==> config.mk <==
export PLATFORM = sky130hd
export DESIGN_NAME = uqm_update
export DESIGN_NICKNAME = d
export VERILOG_FILES = /design/src/sv/uqm_pkg.sv /design/src/sv/uqm_update.sv
export SDC_FILE = /design/constraint.sdc
export NUM_CORES = 1
export LEC_CHECK = 0
export BUFFER_PORTS_ARGS = -buffer_cell sky130_fd_sc_hd__buf_2
export CORE_AREA = 2 2 497 499
export DETAILED_ROUTE_END_ITERATION = 10
export DIE_AREA = 0 0 499 501
export PLACE_DENSITY_LB_ADDON = 0.2
export SYNTH_ARGS = -nofsm -noshare
export SYNTH_HDL_FRONTEND = slang
export SYNTH_SLANG_ARGS = --single-unit
export TNS_END_PERCENT = 10
==> constraint.sdc <==
create_clock -name vclk -period 8.87
set_input_delay 0.4435 -clock vclk [all_inputs]
set_output_delay 0.4435 -clock vclk [all_outputs]
set_load 0.01 [all_outputs]
==> src/sv/uqm_pkg.sv <==
// ============================================================================
// User quota meter table package
// Shared widths, codes and record layouts for the per-user accounting table.
// ============================================================================
`default_nettype none

package uqm_pkg;

    // Table size and field widths.
    localparam int USERS_DEFAULT = 1024;
    localparam int OP_W          = 3;
    localparam int SLOT_W        = 10;
    localparam int TIME_W        = 32;
    localparam int LEN_W         = 16;
    localparam int HDR_W         = 4;
    localparam int STATUS_W      = 2;
    localparam int BYTES_W       = 64;
    localparam int COUNT_W       = 32;
    localparam int VERDICT_W     = 2;
    localparam int CAUSE_W       = 3;
    localparam int CFG_IDX_W     = 1;
    localparam int CFG_DATA_W    = 32;

    // Configuration register reset values.
    localparam logic [TIME_W-1:0] LIFETIME_RESET = TIME_W'(5*24*60*60);
    localparam logic [TIME_W-1:0] IDLE_RESET     = TIME_W'(30*60);
    localparam logic [LEN_W-1:0]  WORD_BYTES     = LEN_W'(4);

    // Configuration register indexes.
    localparam logic [CFG_IDX_W-1:0] CFG_LIFETIME = 1'd0;
    localparam logic [CFG_IDX_W-1:0] CFG_IDLE     = 1'd1;

    // Operation codes.
    localparam logic [OP_W-1:0] OP_ADD    = 3'd0;
    localparam logic [OP_W-1:0] OP_UP     = 3'd1;
    localparam logic [OP_W-1:0] OP_DOWN   = 3'd2;
    localparam logic [OP_W-1:0] OP_REMOVE = 3'd3;
    localparam logic [OP_W-1:0] OP_SWEEP  = 3'd4;

    // Entry status codes; the remaining codes mean blocked.
    localparam logic [STATUS_W-1:0] STATUS_NONE = 2'd0;
    localparam logic [STATUS_W-1:0] STATUS_ACCT = 2'd1;

    // Verdict codes.
    localparam logic [VERDICT_W-1:0] VERDICT_PASS  = 2'd0;
    localparam logic [VERDICT_W-1:0] VERDICT_DROP  = 2'd1;
    localparam logic [VERDICT_W-1:0] VERDICT_EMPTY = 2'd2;

    // Removal causes.
    localparam logic [CAUSE_W-1:0] CAUSE_NONE     = 3'd0;
    localparam logic [CAUSE_W-1:0] CAUSE_QUOTA    = 3'd1;
    localparam logic [CAUSE_W-1:0] CAUSE_LIFETIME = 3'd2;
    localparam logic [CAUSE_W-1:0] CAUSE_IDLE     = 3'd3;
    localparam logic [CAUSE_W-1:0] CAUSE_HOST     = 3'd4;

    typedef enum logic [1:0] {
        ST_CLEAR,
        ST_IDLE,
        ST_EXEC
    } t_state;

    typedef struct packed {
        logic                status_lim_flow;
        logic                status_lim_time;
        logic [STATUS_W-1:0] status;
    } t_mode;

    // One table entry. The byte total is kept alongside the two byte
    // counters; a packet update adds its payload to one counter and to the total.
    typedef struct packed {
        logic [TIME_W-1:0]  start_time;
        logic [TIME_W-1:0]  last_active_time;
        logic [BYTES_W-1:0] up_bytes;
        logic [BYTES_W-1:0] down_bytes;
        logic [BYTES_W-1:0] byte_total;
        logic [COUNT_W-1:0] up_packets;
        logic [COUNT_W-1:0] down_packets;
        logic [COUNT_W-1:0] up_drops;
        logic [COUNT_W-1:0] down_drops;
        t_mode              acct_mode;
        logic [TIME_W-1:0]  time_quota;
        logic [BYTES_W-1:0] flow_quota;
    } t_entry;

    typedef struct packed {
        logic [OP_W-1:0]     op;
        logic [SLOT_W-1:0]   slot;
        logic [TIME_W-1:0]   now_seconds;
        logic                is_ipv4;
        logic [LEN_W-1:0]    ip_total_length;
        logic [HDR_W-1:0]    ip_header_words;
        logic [STATUS_W-1:0] new_status;
        logic                new_limit_by_time;
        logic                new_limit_by_flow;
        logic [TIME_W-1:0]   new_time_quota;
        logic [BYTES_W-1:0]  new_flow_quota;
    } t_item;

    typedef struct packed {
        logic [VERDICT_W-1:0] verdict;
        logic                 removed;
        logic [CAUSE_W-1:0]   remove_cause;
        logic [BYTES_W-1:0]   byte_total;
    } t_result;

    // Write-back control from the update logic to the table.
    typedef struct packed {
        logic valid_we;
        logic valid_data;
        logic entry_we;
    } t_wr_ctrl;

endpackage

`default_nettype wire

==> src/sv/uqm_update.sv <==
// ============================================================================
// User quota meter update logic
// Computes the new entry, the write-back control and the result of one item.
// ============================================================================
`default_nettype none

module uqm_update #(
    parameter int USERS = uqm_pkg::USERS_DEFAULT
) (
    input  wire uqm_pkg::t_item                         i_item,
    input  wire logic                                   i_entry_valid,
    input  wire uqm_pkg::t_entry                        i_entry,
    input  wire logic [uqm_pkg::TIME_W-1:0]             i_lifetime_limit,
    input  wire logic [uqm_pkg::TIME_W-1:0]             i_idle_limit,
    output uqm_pkg::t_entry                             o_new_entry,
    output uqm_pkg::t_wr_ctrl                           o_wr,
    output uqm_pkg::t_result                            o_result
);
    import uqm_pkg::*;

    logic               in_range;
    logic [LEN_W-1:0]   hdr_bytes;
    logic [LEN_W-1:0]   payload;
    logic [TIME_W-1:0]  age;
    logic [TIME_W-1:0]  idle_age;
    logic               by_time;
    logic               by_flow;
    t_entry             nxt;
    t_wr_ctrl           wr;
    t_result            res;

    assign in_range  = 32'(i_item.slot) < 32'(USERS);
    assign hdr_bytes = LEN_W'(i_item.ip_header_words) * WORD_BYTES;
    assign payload   = (i_item.ip_total_length > hdr_bytes) ?
                       (i_item.ip_total_length - hdr_bytes) : '0;
    assign age       = i_item.now_seconds - i_entry.start_time;
    assign idle_age  = i_item.now_seconds - i_entry.last_active_time;

    always_comb begin
        nxt     = i_entry;
        wr      = '0;
        res     = '0;
        by_time = 1'b0;
        by_flow = 1'b0;
        unique case (i_item.op) inside
            OP_ADD: begin
                if (!in_range) begin
                    res.verdict = VERDICT_EMPTY;
                end else begin
                    nxt.start_time                = i_item.now_seconds;
                    nxt.last_active_time          = i_item.now_seconds;
                    nxt.up_bytes                  = '0;
                    nxt.down_bytes                = '0;
                    nxt.byte_total                = '0;
                    nxt.up_packets                = '0;
                    nxt.down_packets              = '0;
                    nxt.up_drops                  = '0;
                    nxt.down_drops                = '0;
                    nxt.acct_mode.status          = i_item.new_status;
                    nxt.acct_mode.status_lim_time = i_item.new_limit_by_time;
                    nxt.acct_mode.status_lim_flow = i_item.new_limit_by_flow;
                    nxt.time_quota                = i_item.new_time_quota;
                    nxt.flow_quota                = i_item.new_flow_quota;
                    wr.valid_we   = 1'b1;
                    wr.valid_data = 1'b1;
                    wr.entry_we   = 1'b1;
                end
            end
            OP_UP, OP_DOWN, OP_REMOVE, OP_SWEEP: begin
                if (!in_range || !i_entry_valid) begin
                    res.verdict = VERDICT_EMPTY;
                end else if (i_item.op == OP_REMOVE) begin
                    res.byte_total   = i_entry.byte_total;
                    res.removed      = 1'b1;
                    res.remove_cause = CAUSE_HOST;
                    wr.valid_we      = 1'b1;
                end else if (i_item.op == OP_SWEEP) begin
                    res.byte_total = i_entry.byte_total;
                    if (age >= i_lifetime_limit) begin
                        res.removed      = 1'b1;
                        res.remove_cause = CAUSE_LIFETIME;
                        wr.valid_we      = 1'b1;
                    end else if (idle_age >= i_idle_limit) begin
                        res.removed      = 1'b1;
                        res.remove_cause = CAUSE_IDLE;
                        wr.valid_we      = 1'b1;
                    end
                end else if (i_item.op == OP_UP && !i_item.is_ipv4) begin
                    res.byte_total = i_entry.byte_total;
                end else begin
                    if (i_item.op == OP_UP) begin
                        nxt.up_packets = i_entry.up_packets + 1'b1;
                        nxt.up_bytes   = i_entry.up_bytes + BYTES_W'(payload);
                    end else begin
                        nxt.down_packets = i_entry.down_packets + 1'b1;
                        nxt.down_bytes   = i_entry.down_bytes + BYTES_W'(payload);
                    end
                    nxt.byte_total       = i_entry.byte_total + BYTES_W'(payload);
                    nxt.last_active_time = i_item.now_seconds;
                    res.byte_total       = nxt.byte_total;
                    wr.entry_we          = 1'b1;
                    if (i_entry.acct_mode.status == STATUS_ACCT) begin
                        by_time = i_entry.acct_mode.status_lim_time &&
                                  (age >= i_entry.time_quota);
                        by_flow = i_entry.acct_mode.status_lim_flow &&
                                  (nxt.byte_total >= i_entry.flow_quota);
                        if (by_time || by_flow) begin
                            res.removed      = 1'b1;
                            res.remove_cause = CAUSE_QUOTA;
                            wr.valid_we      = 1'b1;
                        end
                    end else if (i_entry.acct_mode.status != STATUS_NONE) begin
                        // Blocked user: the packet is still metered, then dropped.
                        if (i_item.op == OP_UP) begin
                            nxt.up_drops = i_entry.up_drops + 1'b1;
                        end else begin
                            nxt.down_drops = i_entry.down_drops + 1'b1;
                        end
                        res.verdict = VERDICT_DROP;
                    end
                end
            end
            default: begin
            end
        endcase
    end

    assign o_new_entry = nxt;
    assign o_wr        = wr;
    assign o_result    = res;

endmodule

`default_nettype wire
==> metrics.csv <==
stage;metric;value;unit
die;io_pins;1272;
layout;areaGrowthSynthToFinish;46.39;%
global_route;grt-ovfl-total;0;
worst_setup_path;crit_path_top_delay_cell;or4_1;
layout;fill_cells;29140;
synthesis;synth_top_family_by_area;simple AND/OR/NAND/NOR gates;
worst_setup_path;worst-path-buf-inv;5;
power;p_per_area;71.82;nW/um^2
drt;drt-wirelength-per-cell;28.29;microns
synthesis;yosys.area.top_type_share;0.1497;
placement;dp.final_hpwl;203200;microns
global_route;grt_pass1_wl;293500;microns
synthesis;synthCells;3622;
sta;finalHoldViolCount;0;
layout;clkbuf_count;0;
placement;placedInstanceArea;32380;sq um
drt;viasPerCell;4.098;
synthesis;ys_warn_count;0;
layout;final_area;32550;sq um
worst_setup_path;critPathLaunchType;primary input;
placement;place.gp.congestion;0.9150;
die;die_w;499;microns
die;dieArea;250000;sq um
layout;nets;5749;
sta;setup_tns;0;ns
layout;multi_input_area;20420;sq um
synthesis;yosys.area_share.simple;0.3232;
sta;period_minus_slack;8.214;ns
synthesis;syn-num-nets;4606;
placement;place_ws;0.1944;ns
drt;drt_iter0_drc;2011;
synthesis;synth_compound_area_frac;0.3055;
synthesis;muxShareOfSynthArea;0.009004;
drt;vias;32860;
worst_setup_path;worstPathArrival;7.77;ns
worst_setup_path;critical_path_required;8.43;ns
die;die_height;501;microns
synthesis;synthTopCellsByArea;ha_1, nand2_1, nor2_1;
sta;hold_slack;1.172;ns
outcome;outcome;complete, no violations;
job;maxCapViolCount;0;
worst_setup_path;crit_cells;35;
synthesis;synthesis.area;22230;sq um
worst_setup_path;slowest_delay;0.57;ns
worst_setup_path;crit_fanout;11;
power;irDropWorstVdd;0.00003534;V
synthesis;syn_avg_cell_area;6.139;sq um
synthesis;yosysTopAreaCell;ha_1;
sta;worst_slew_pin_slew;1.061;ns
synthesis;synthAdderAreaFrac;0.1555;
power;p_leak;15.11;nW
sta;slew_headroom;0.2849;
sta;slew_violations;0;
worst_setup_path;startpoint;i_item[106];
global_route;grt_pass1_vias;31870;
global_route;grt_use_total;0.1709;
drt;firstDrtPassIters;6;
sta;finalSetupViolCount;0;
die;num_rows;182;
worst_setup_path;critical_path_class;in -> out;
layout;seq_area;0;sq um
sta;rsz0062_at_grt;no;
placement;port_buffers;1262;
layout;final_layout_size_suffix_gt1_frac;0.3002;
synthesis;yosys.area_share.xor_xnor;0.1195;
worst_setup_path;crit_end;o_result[67];
worst_setup_path;endpoint_kind;output port;
global_route;antenna_found_initial;109;
sta;fmaxAchievable;121.7;MHz
die;initial_core_util;0.09083;
drt;drtAntennaViolNets;0;
sta;setup_slack;0.6564;ns
global_route;grt_start_max_net_pins;99;
drt;wl;226800;microns
die;coreArea;244800;sq um
sta;period_share;0.9260;
drt;route.detailed.drc;0;
hold_path;hold_path_class;in -> out;
synthesis;yosysUniqueCellTypes;110;
synthesis;ys_seq_area_frac;0;
worst_setup_path;crit_family;simple AND/OR/NAND/NOR gates;
layout;nFlopsAndLatches;0;
metal layers:
layer | share of wire | vias up | wire length [microns] | track usage
li1 | - | 15350 | - | -
met1 | 0.38 | 15680 | 85410 | 0.1873
met2 | 0.50 | 1433 | 112900 | 0.3150
met3 | 0.073 | 316 | 16640 | 0.04245
met4 | 0.050 | 80 | 11340 | 0.06319
met5 | 0.0022 | - | 505 | 0
cell usage after synthesis (22+ instances only):
master	count
a21o_1	116
a21oi_1	273
a31oi_1	39
and2_1	26
and3_1	75
clkbuf_1	152
ha_1	266
inv_1	297
nand2_1	439
nand2b_1	33
nand3_1	178
nand4_1	120
nor2_1	386
nor3_1	66
nor4_1	22
o211ai_1	30
o21ai_0	281
o311ai_0	23
o31ai_1	45
or3_1	35
xnor2_1	149
xor2_1	147
power by group:
part / switching [W] / total [W] / leakage (nW) / internal [W]
Clock: 0 / 0.000000000316 / 0.000222 / 0.000000000316
Combinational: 0.00153 / 0.00234 / 15.1 / 0.000811
Sequential: 0 / 0 / 0 / 0
cells in the final DEF (no fill, tap or decap), drive strengths merged, types with 16 or more instances in the layout:
cell / Yosys / routed
nand2: 440 / 440
or3: 35 / 35
and3: 75 / 75
o21ai: 290 / 290
nand3: 179 / 179
nand4: 121 / 121
o21a: 22 / 22
nor2: 388 / 388
ha: 266 / 266
nor3: 70 / 70
or2: 16 / 16
a211oi: 20 / 20
inv: 299 / 299
nor4: 25 / 25
o31ai: 47 / 47
a21o: 116 / 116
a21oi: 280 / 280
xnor2: 152 / 152
o211ai: 32 / 32
diode: 0 / 35
and4: 16 / 16
nor2b: 20 / 20
a31oi: 40 / 40
mux2i: 20 / 20
or4: 18 / 18
buf: 44 / 1337
o2111ai: 17 / 17
nand2b: 33 / 33
o311ai: 34 / 34
and2: 28 / 28
xor2: 148 / 148
metrics by stage:
stage / util / std cells / power [W]
finish: 0.1330 / 8018 / 0.002338
CTS: 0.1323 / 7976 / 0.002390
global placement: 0.1323 / 7976 / 0.002374
global route: 0.1328 / 7999 / 0.002555
floorplan: - / 3622 / 0.001174
detailed placement: 0.1323 / 7976 / 0.002377
logic make-up (layout without fill, tap and decap cells):
| group | Yosys count | after routing |
|---|---|---|
| AOI/OAI and AO/OA | 1039 | 1039 |
| xor gates and xnor gates | 300 | 300 |
| adders and majority gates | 276 | 276 |
| buffers and inverters | 495 | 1636 |
| muxes | 20 | 20 |
| other | 0 | 35 |
| and+or+nand+nor | 1492 | 1492 |
timing repair:
item	CTS	global route
buffers inserted	0	7
endpoints found under the setup margin	0	3
hold buffers	0	0
gates resized for setup	0	4
how the worst min path moves through the flow:
stage | depth (start not counted) | slack (ns) | to | from
floorplan | 1 | 0.94 | o_result[69] | i_entry_valid
global placement | 4 | 1.17 | o_new_entry[0] | i_item[0]
detailed placement | 4 | 1.17 | o_new_entry[0] | i_item[0]
CTS | 4 | 1.17 | o_new_entry[0] | i_item[0]
global route | 4 | 1.19 | o_new_entry[0] | i_item[0]
finish | 4 | 1.17 | o_new_entry[0] | i_item[0]
cell type report:
class / count / area share
Inverter: 299 / 0.03471
Antenna cell: 35 / 0.002691
Timing Repair Buffer: 1337 / 0.2114
Tap cell: 3220 / 0.1238
Multi-Input combinational cell: 3127 / 0.6274
(Power assumes the default switching activity.)
